## src/design/mbaf_pkg.sv

```systemverilog
// mbaf_pkg: shared types, codes and constants of the modbus ascii request framer
// used by mbaf_run_build, mbaf_char_emit and modbus_ascii_request_framer
// no dependencies
`default_nettype none

package mbaf_pkg;

    localparam int MAX_DATA_ITEMS_DEF = 16;

    localparam logic KIND_HEADER = 1'b0;
    localparam logic KIND_DATA   = 1'b1;

    localparam logic [1:0] ERR_NONE  = 2'd0;
    localparam logic [1:0] ERR_FUNC  = 2'd1;
    localparam logic [1:0] ERR_ORDER = 2'd2;

    localparam logic [7:0] FC_READ_COILS  = 8'd1;
    localparam logic [7:0] FC_WRITE_COIL  = 8'd5;
    localparam logic [7:0] FC_WRITE_REG   = 8'd6;
    localparam logic [7:0] FC_WRITE_COILS = 8'd15;
    localparam logic [7:0] FC_WRITE_REGS  = 8'd16;

    localparam logic [7:0]  CHAR_COLON  = 8'h3A;
    localparam logic [7:0]  CHAR_CR     = 8'h0D;
    localparam logic [7:0]  CHAR_LF     = 8'h0A;
    localparam logic [7:0]  CHAR_ZERO   = 8'h30;
    localparam logic [7:0]  CHAR_A_BASE = 8'h37;
    localparam logic [15:0] COIL_ON     = 16'hFF00;

    // character positions within a frame
    localparam logic [4:0] POS_COLON  = 5'd0;
    localparam logic [4:0] POS_BYTES  = 5'd1;
    localparam logic [4:0] POS_LRC_HI = 5'd15;
    localparam logic [4:0] POS_LRC_LO = 5'd16;
    localparam logic [4:0] POS_CR     = 5'd17;
    localparam logic [4:0] POS_LF     = 5'd18;

    localparam int RUN_BYTES = 7;

    typedef struct packed {
        logic        kind;
        logic [7:0]  slave_address;
        logic [7:0]  func;
        logic [15:0] first_word;
        logic [15:0] second_word;
        logic [4:0]  data_total;
        logic [15:0] data_word;
    } item_t;

    typedef struct packed {
        logic [1:0]                     err;
        logic                           colon;
        logic [2:0]                     nbytes;
        logic [RUN_BYTES-1:0][7:0]      bytes;
        logic                           close;
        logic [7:0]                     lrc;
    } run_t;

    function automatic logic [7:0] hex_char(input logic [3:0] v);
        logic [7:0] ext;
        ext = {4'h0, v};
        return (v < 4'd10) ? (CHAR_ZERO + ext) : (CHAR_A_BASE + ext);
    endfunction

endpackage

`default_nettype wire

```

## src/design/mbaf_run_build.sv

```systemverilog
// mbaf_run_build: turns one item into a run of frame bytes and keeps frame state
// depends on mbaf_pkg
`default_nettype none

module mbaf_run_build #(
    parameter int MAX_DATA_ITEMS = mbaf_pkg::MAX_DATA_ITEMS_DEF
) (
    input  wire logic           clk,
    input  wire logic           rst_n,
    input  wire mbaf_pkg::item_t item,
    input  wire logic           load,
    output mbaf_pkg::run_t      run
);
    import mbaf_pkg::*;

    localparam int         LEFT_W = $clog2(MAX_DATA_ITEMS + 1);
    localparam logic [7:0] MAX8   = 8'(MAX_DATA_ITEMS);

    logic [7:0]        lrc_sum_reg, lrc_sum_next;
    logic [LEFT_W-1:0] data_left_reg, data_left_next;
    logic              word_mode_reg, word_mode_next;
    logic              frame_open_reg, frame_open_next;

    logic        hdr_ok;
    logic        is_multi;
    logic [7:0]  total8;
    logic [7:0]  n8;
    logic [7:0]  cnt;
    logic [15:0] w1m1;
    logic [15:0] w2x;
    logic [7:0]  hdr_sum;
    logic [7:0]  data_sum;
    logic [7:0]  data_hi;

    always_comb
    begin
        hdr_ok   = (item.func >= FC_READ_COILS && item.func <= FC_WRITE_REG)
                   || item.func == FC_WRITE_COILS || item.func == FC_WRITE_REGS;
        is_multi = (item.func == FC_WRITE_COILS) || (item.func == FC_WRITE_REGS);
        total8   = {3'b000, item.data_total};
        n8       = (total8 > MAX8) ? MAX8 : total8;
        cnt      = (item.func == FC_WRITE_REGS) ? {n8[6:0], 1'b0} : n8;
        w1m1     = item.first_word - 16'd1;
        if (item.func == FC_WRITE_COIL)
        begin
            w2x = (item.second_word != 16'd0) ? COIL_ON : 16'd0;
        end
        else
        begin
            w2x = item.second_word;
        end
        hdr_sum  = item.slave_address + item.func + w1m1[15:8] + w1m1[7:0]
                   + w2x[15:8] + w2x[7:0] + (is_multi ? cnt : 8'd0);
        data_hi  = word_mode_reg ? item.data_word[15:8] : 8'd0;
        data_sum = lrc_sum_reg + data_hi + item.data_word[7:0];

        run             = '0;
        lrc_sum_next    = lrc_sum_reg;
        data_left_next  = data_left_reg;
        word_mode_next  = word_mode_reg;
        frame_open_next = frame_open_reg;

        if (item.kind == KIND_HEADER)
        begin
            if (frame_open_reg)
            begin
                run.err = ERR_ORDER;
            end
            else if (!hdr_ok)
            begin
                run.err = ERR_FUNC;
            end
            else
            begin
                run.colon    = 1'b1;
                run.bytes[0] = item.slave_address;
                run.bytes[1] = item.func;
                run.bytes[2] = w1m1[15:8];
                run.bytes[3] = w1m1[7:0];
                run.bytes[4] = w2x[15:8];
                run.bytes[5] = w2x[7:0];
                run.bytes[6] = cnt;
                run.nbytes   = is_multi ? 3'd7 : 3'd6;
                run.close    = !is_multi || (n8 == 8'd0);
                run.lrc      = 8'd0 - hdr_sum;
                if (!run.close)
                begin
                    lrc_sum_next    = hdr_sum;
                    data_left_next  = n8[LEFT_W-1:0];
                    word_mode_next  = (item.func == FC_WRITE_REGS);
                    frame_open_next = 1'b1;
                end
            end
        end
        else
        begin
            if (!frame_open_reg)
            begin
                run.err = ERR_ORDER;
            end
            else
            begin
                run.nbytes   = word_mode_reg ? 3'd2 : 3'd1;
                run.bytes[0] = word_mode_reg ? item.data_word[15:8] : item.data_word[7:0];
                run.bytes[1] = item.data_word[7:0];
                run.close    = (data_left_reg == LEFT_W'(1));
                run.lrc      = 8'd0 - data_sum;
                if (run.close)
                begin
                    lrc_sum_next    = 8'd0;
                    data_left_next  = '0;
                    word_mode_next  = 1'b0;
                    frame_open_next = 1'b0;
                end
                else
                begin
                    lrc_sum_next   = data_sum;
                    data_left_next = data_left_reg - LEFT_W'(1);
                end
            end
        end
    end

    always_ff @(posedge clk or negedge rst_n)
    begin
        if (!rst_n)
        begin
            lrc_sum_reg    <= 8'd0;
            data_left_reg  <= '0;
            word_mode_reg  <= 1'b0;
            frame_open_reg <= 1'b0;
        end
        else if (load)
        begin
            lrc_sum_reg    <= lrc_sum_next;
            data_left_reg  <= data_left_next;
            word_mode_reg  <= word_mode_next;
            frame_open_reg <= frame_open_next;
        end
    end

endmodule

`default_nettype wire

```

## src/design/mbaf_char_emit.sv

```systemverilog
// mbaf_char_emit: steps through a run into the result register, one character per cycle
// unless out_ready stalls the output; depends on mbaf_pkg
`default_nettype none

module mbaf_char_emit (
    input  wire logic           clk,
    input  wire logic           rst_n,
    input  wire mbaf_pkg::run_t run_in,
    input  wire logic           run_valid,
    output logic                run_ready,
    output logic                out_valid,
    input  wire logic           out_ready,
    output logic [7:0]          out_char,
    output logic                run_last,
    output logic                frame_end,
    output logic [1:0]          error_code
);
    import mbaf_pkg::*;

    run_t       run_reg;
    logic       run_valid_reg;
    logic [4:0] pos_reg, pos_next;

    logic       out_valid_reg;
    logic [7:0] out_char_reg;
    logic       run_last_reg;
    logic       frame_end_reg;
    logic [1:0] error_code_reg;

    logic       advance;
    logic [4:0] pm1;
    logic [2:0] idx;
    logic [7:0] sel_byte;
    logic [4:0] last_byte_pos;
    logic [7:0] ch;
    logic       last;
    logic       fend;

    always_comb
    begin
        pm1           = pos_reg - POS_BYTES;
        idx           = pm1[3:1];
        sel_byte      = (idx == 3'd7) ? 8'd0 : run_reg.bytes[idx];
        last_byte_pos = {1'b0, run_reg.nbytes, 1'b0};
        ch            = 8'd0;
        last          = 1'b0;
        fend          = 1'b0;
        pos_next      = pos_reg + 5'd1;
        if (run_reg.err != ERR_NONE)
        begin
            last = 1'b1;
        end
        else
        begin
            unique case (pos_reg)
                POS_COLON:
                begin
                    ch = CHAR_COLON;
                end
                POS_LRC_HI:
                begin
                    ch = hex_char(run_reg.lrc[7:4]);
                end
                POS_LRC_LO:
                begin
                    ch = hex_char(run_reg.lrc[3:0]);
                end
                POS_CR:
                begin
                    ch = CHAR_CR;
                end
                POS_LF:
                begin
                    ch   = CHAR_LF;
                    last = 1'b1;
                    fend = 1'b1;
                end
                default:
                begin
                    ch = hex_char(pm1[0] ? sel_byte[3:0] : sel_byte[7:4]);
                    if (pos_reg == last_byte_pos)
                    begin
                        if (run_reg.close)
                        begin
                            pos_next = POS_LRC_HI;
                        end
                        else
                        begin
                            last = 1'b1;
                        end
                    end
                end
            endcase
        end
    end

    assign advance   = run_valid_reg && (!out_valid_reg || out_ready);
    assign run_ready = !run_valid_reg || (advance && last);

    always_ff @(posedge clk or negedge rst_n)
    begin
        if (!rst_n)
        begin
            run_valid_reg <= 1'b0;
            out_valid_reg <= 1'b0;
            pos_reg       <= POS_COLON;
        end
        else
        begin
            if (run_valid && run_ready)
            begin
                run_valid_reg <= 1'b1;
                pos_reg       <= run_in.colon ? POS_COLON : POS_BYTES;
            end
            else if (advance)
            begin
                if (last)
                begin
                    run_valid_reg <= 1'b0;
                end
                else
                begin
                    pos_reg <= pos_next;
                end
            end
            if (advance)
            begin
                out_valid_reg <= 1'b1;
            end
            else if (out_ready)
            begin
                out_valid_reg <= 1'b0;
            end
        end
    end

    always_ff @(posedge clk)
    begin
        if (run_valid && run_ready)
        begin
            run_reg <= run_in;
        end
        if (advance)
        begin
            out_char_reg   <= ch;
            run_last_reg   <= last;
            frame_end_reg  <= fend;
            error_code_reg <= run_reg.err;
        end
    end

    assign out_valid  = out_valid_reg;
    assign out_char   = out_char_reg;
    assign run_last   = run_last_reg;
    assign frame_end  = frame_end_reg;
    assign error_code = error_code_reg;

endmodule

`default_nettype wire

```

## src/design/modbus_ascii_request_framer.sv

```systemverilog
// throughput: one character per cycle unless out_ready stalls the output, set by the emitter
// stepping one position a cycle
// reset: asynchronous active-low rst_n clears all handshake and frame state
// top level of the modbus ascii request framer; depends on mbaf_pkg,
// mbaf_run_build and mbaf_char_emit
`default_nettype none

module modbus_ascii_request_framer #(
    parameter int MAX_DATA_ITEMS = mbaf_pkg::MAX_DATA_ITEMS_DEF
) (
    input  wire logic        clk,
    input  wire logic        rst_n,
    input  wire logic        in_valid,
    output logic             in_ready,
    input  wire logic        item_kind,
    input  wire logic [7:0]  slave_address,
    input  wire logic [7:0]  func,
    input  wire logic [15:0] first_word,
    input  wire logic [15:0] second_word,
    input  wire logic [4:0]  data_total,
    input  wire logic [15:0] data_word,
    output logic             out_valid,
    input  wire logic        out_ready,
    output logic [7:0]       out_char,
    output logic             run_last,
    output logic             frame_end,
    output logic [1:0]       error_code
);
    import mbaf_pkg::*;

    logic  s1_valid_reg;
    item_t s1_item_reg;
    item_t in_item;
    run_t  run;
    logic  run_ready;
    logic  load;

    assign in_item.kind          = item_kind;
    assign in_item.slave_address = slave_address;
    assign in_item.func          = func;
    assign in_item.first_word    = first_word;
    assign in_item.second_word   = second_word;
    assign in_item.data_total    = data_total;
    assign in_item.data_word     = data_word;

    assign load     = s1_valid_reg && run_ready;
    assign in_ready = !s1_valid_reg || run_ready;

    always_ff @(posedge clk or negedge rst_n)
    begin
        if (!rst_n)
        begin
            s1_valid_reg <= 1'b0;
        end
        else if (in_ready)
        begin
            s1_valid_reg <= in_valid;
        end
    end

    always_ff @(posedge clk)
    begin
        if (in_valid && in_ready)
        begin
            s1_item_reg <= in_item;
        end
    end

    mbaf_run_build #(
        .MAX_DATA_ITEMS(MAX_DATA_ITEMS)
    ) u_build (
        .clk   (clk),
        .rst_n (rst_n),
        .item  (s1_item_reg),
        .load  (load),
        .run   (run)
    );

    mbaf_char_emit u_emit (
        .clk        (clk),
        .rst_n      (rst_n),
        .run_in     (run),
        .run_valid  (s1_valid_reg),
        .run_ready  (run_ready),
        .out_valid  (out_valid),
        .out_ready  (out_ready),
        .out_char   (out_char),
        .run_last   (run_last),
        .frame_end  (frame_end),
        .error_code (error_code)
    );

`ifndef ASSERT_OFF
    a_frame_end_lf: assert property (@(posedge clk) disable iff (!rst_n)
        out_valid && frame_end |-> run_last && out_char == CHAR_LF && error_code == ERR_NONE)
        else $error("frame end not on a final LF");

    a_error_single: assert property (@(posedge clk) disable iff (!rst_n)
        out_valid && error_code != ERR_NONE |-> run_last && !frame_end && out_char == 8'd0)
        else $error("error item malformed");

    a_no_take_when_full: assert property (@(posedge clk) disable iff (!rst_n)
        s1_valid_reg && !run_ready |-> !in_ready)
        else $error("input taken while stage busy");
`endif

endmodule

`default_nettype wire

```

## config.mk

```make
export PLATFORM = sky130hd
export DESIGN_NAME = modbus_ascii_request_framer
export DESIGN_NICKNAME = d
export VERILOG_FILES = /design/src/design/mbaf_pkg.sv /design/src/design/mbaf_run_build.sv /design/src/design/mbaf_char_emit.sv /design/src/design/modbus_ascii_request_framer.sv
export SDC_FILE = /design/constraint.sdc
export NUM_CORES = 1
export LEC_CHECK = 0
export ABC_AREA = 1
export BUFFER_PORTS_ARGS = -buffer_cell sky130_fd_sc_hd__clkbuf_2
export CAP_MARGIN = 25
export CORE_MARGIN = 2
export CORE_UTILIZATION = 50
export DETAILED_ROUTE_END_ITERATION = 12
export HOLD_SLACK_MARGIN = 0.08
export PLACE_DENSITY_LB_ADDON = 0.12
export SETUP_SLACK_MARGIN = 0.15
export SLEW_MARGIN = 20
export SYNTH_ARGS = -nofsm -noshare
export SYNTH_HDL_FRONTEND = slang
export SYNTH_SLANG_ARGS = --single-unit
```

## constraint.sdc

```tcl
create_clock -name clk -period 9.35 [get_ports clk]
set_input_delay 0.935 -clock clk [delete_from_list [all_inputs] [get_ports clk]]
set_output_delay 0.935 -clock clk [all_outputs]
set_load 0.005 [all_outputs]
```

==> metrics.md <==
| Metric | Value |
|---|---|
| Startpoint Class | register |
| Syn_area_per_cell | 9.52 sq um |
| Post-synthesis cell count | 1051 |
| RD Place Congestion | 0.891 |
| DIE WIDTH | 145 um |
| Leak pwr | 5.14 nW |
| Die area | 0.0212 sq mm |
| Register-to-register setup slack | 3720 ps |
| Final instance area | 0.0113 sq mm |
| Post-synth ARST share | 0.134 |
| Seq/Total Area, Yosys | 0.505 |
| Site Rows | 51 |
| CTS clk-pin slew, worst paths | 70 ps |
| Total Routing Usage GR | 0.235 |
| CTS sink cnt | 172 |
| Setup Skew | 12.5 ps |
| Crit path DAT | 5800 ps |
| Initial antenna violation count | 0 |
| Max IR drop VDD | 0.186 mV |
| Setup violations, final | 0 |
| Filler cell count | 1723 |
| Crit-path slowest cell | fa_1 |
| Setup crit end kind | register |
| Max incr delay on CP | 550 ps |
| H-tree lvl count | 4 |
| Via count | 7339 |
| IO Port Bufs | 86 |
| Grt ovf | 0 |
| Rel. slew slack | 0.307 |
| # DRC | 0 |
| Root buffer cell | clkbuf_16 |
| Fin. Hold Viols | 0 |
| Final Util | 0.579 |
| Worst skew pair latency | 430 ps |
| CP Cell Sequence | inv_1 > nand4_1 > nor4_4 > nor2_1 > or2_2 > fa_1 > inv_1 > fa_1 > fa_1 > inv_1 > fa_1 > inv_1 > ha_1 > nand3_1 > nand2_1 > a21oi_1 > o21ai_0 > xor2_1 > nor2_1 > inv_1 > nand3_1 > nand3_1 > nand2_1 |
| # resized after CTS | 0 |
| Die height | 145 um |
| Final nets | 1284 |
| Max-cap viol count | 0 |
| Least-Margin Pin Slew | 1040 ps |
| Setup TNS | 0 ps |
| Starting density of the core | 0.512 |
| Worst Hold Class | reg2reg |
| Netlist cell types | 51 |
| # IOs | 88 |
| Final hold slack | 452 ps |
| Yosys top cell area share | 0.447 |
| Pin count of the biggest net entering global routing | 82 |
| Status | complete, no violations |
| Diode count | 0 |
| Post-synth top flop | edfxtp_1 |
| Layout cells sized above 1 | 0.138 |
| DP Wirelength | 18.5 mm |
| Yosys reg bits | 172 |
| Critical Path RT | 9530 ps |
| Leading area contributor after synthesis | edfxtp_1 |
| Max FO, Critical Path | 10 |
| Wirelength per Cell | 16.9 um |
| RSZ-0062 raised after global routing | false |
| Num CTS Buffers | 17 |
| Core box area | 0.0195 sq mm |
| Final Non-Filler Cells | 1417 |
| Cell Pwr Density | 393 mW/mm^2 |
| Clock Path Buffers | 2 |
| Initial DRC Count | 572 |
| Drt pass-1 iters | 7 |
| First-pass GRT wire length | 37.9 mm |
| Syn_nets | 1196 |
| Vias in the first global route | 7098 |
| Post-CTS setup buffers | 0 |
| Fin crit period | 5630 ps |
| Drt total wl | 23.9 mm |
| Vias per cell | 5.18 |
| Yosys warning total | 0 |
| Top cells by area, synth | edfxtp_1 45%, fa_1 7.8%, nand2_1 7.2%, inv_1 5.9%, dfrtp_1 5.8% |
| Final-report max-slew violation count | 0 |
| CTS tree | built |
| EDFF count, synth | 149 |
| Fmax | 0.178 GHz |
| Area grow syn2layout | 12.9% |
| Antenna viol nets, final | 0 |
| Max FFs per register | 70 |
| Fin crit share | 0.602 |
| Crit Path Class | reg2reg |
| CP most frequent cell | inv_1 |
| Synthesized area | 0.0100 sq mm |
| Cts hold-fix bufs | 0 |
| Area post-placement | 0.0107 sq mm |
| Placed cell count | 1385 |
[final timing paths]
check	from	to	cells after the start
min	u_emit.run_reg[70]$_DFFE_PP_	u_emit.error_code[1]$_DFFE_PP_	0
min reg2reg	u_emit.run_reg[70]$_DFFE_PP_	u_emit.error_code[1]$_DFFE_PP_	0
max in group asynchronous	rst_n	u_build.word_mode_reg$_DFFE_PN0P_	1
max reg2reg	s1_item_reg[54]$_DFFE_PP_	u_emit.run_reg[7]$_DFFE_PP_	23
min in group asynchronous	rst_n	u_emit.pos_reg[4]$_DFFE_PN0P_	1
max	s1_item_reg[54]$_DFFE_PP_	u_emit.run_reg[7]$_DFFE_PP_	23
[critical path, delay by kind of cell, from the launching register on]
kind / cells / cell delay, ps
DFF: 1 / 410
xor gates and xnor gates: 1 / 270
AOI/OAI and AO/OA: 2 / 260
buffers and inverters: 5 / 360
adders and majority gates: 5 / 2370
and+or+nand+nor: 10 / 1660
[report_power, final]
group	total, mW	internal (mW)	switching, mW
Combinational	2.44	0.828	1.61
Sequential	1.26	1.14	0.120
Clock	0.739	0.428	0.311
Total	4.44	2.40	2.04
[synthesized netlist by cell type (8+ instances only)]
master / number
edfxtp_1: 149
clkbuf_1: 10
xnor2_1: 8
a21oi_1: 45
fa_1: 39
inv_1: 157
ha_1: 32
o22ai_1: 14
xor2_1: 21
nor3_1: 10
dfrtp_1: 23
o21ai_0: 53
nand2_1: 191
nor2_1: 146
nand3_1: 58
inv_2: 8
[placed cells by master, fill, tap and decap left out, types with 4 or more instances in the layout]
| cell | count |
|---|---|
| a21oi_1 | 45 |
| a22oi_1 | 6 |
| buf_4 | 4 |
| clkbuf_16 | 17 |
| clkbuf_2 | 86 |
| clkinv_4 | 4 |
| dfrtp_1 | 23 |
| edfxtp_1 | 149 |
| fa_1 | 39 |
| ha_1 | 32 |
| inv_1 | 156 |
| inv_2 | 9 |
| nand2_1 | 191 |
| nand2_2 | 4 |
| nand3_1 | 58 |
| nand3b_1 | 5 |
| nor2_1 | 146 |
| nor3_1 | 10 |
| o21ai_0 | 53 |
| o21ai_1 | 6 |
| o221ai_1 | 4 |
| o22ai_1 | 14 |
| or2_2 | 6 |
| xnor2_1 | 8 |
| xor2_1 | 21 |
[metal layers]
| layer | part of all wire | wire [um] | GRT usage |
|---|---|---|---|
| met5 | 0 | 0 | 0 |
| met4 | 0.014 | 337 | 0.0544 |
| met3 | 0.073 | 1760 | 0.0527 |
| met2 | 0.45 | 10700 | 0.366 |
| met1 | 0.46 | 11100 | 0.338 |
[cell families after synthesis]
family          synth area share
other cells             0.000375
xor+xnor                  0.0286
simple gates               0.185
compound gates            0.0884
fa+ha+maj                  0.118
buf+inv                   0.0747
flops                      0.505
[per-stage QoR]
step / total power [mW] / worst slack [ps]
6_report: 4.44 / 3720
5_1_grt: 4.87 / 3290
4_1_cts: 4.45 / 3740
3_5_place_dp: 3.69 / 3770
3_3_place_gp: 3.68 / 3840
2_1_floorplan: 3.06 / 4220
[layout make-up]
| cell class | instances | area, sq um | area share |
|---|---|---|---|
| Clock buffer | 18 | 429 | 0.0380 |
| Clock inverter | 14 | 186 | 0.0165 |
| Inverter | 168 | 632 | 0.0559 |
| Multi-Input combinational cell | 690 | 4210 | 0.373 |
| Sequential cell | 172 | 5050 | 0.447 |
| Tap cell | 265 | 332 | 0.0293 |
| Timing Repair Buffer | 90 | 460 | 0.0408 |
Note: power is estimated with default switching activity, not from simulation.
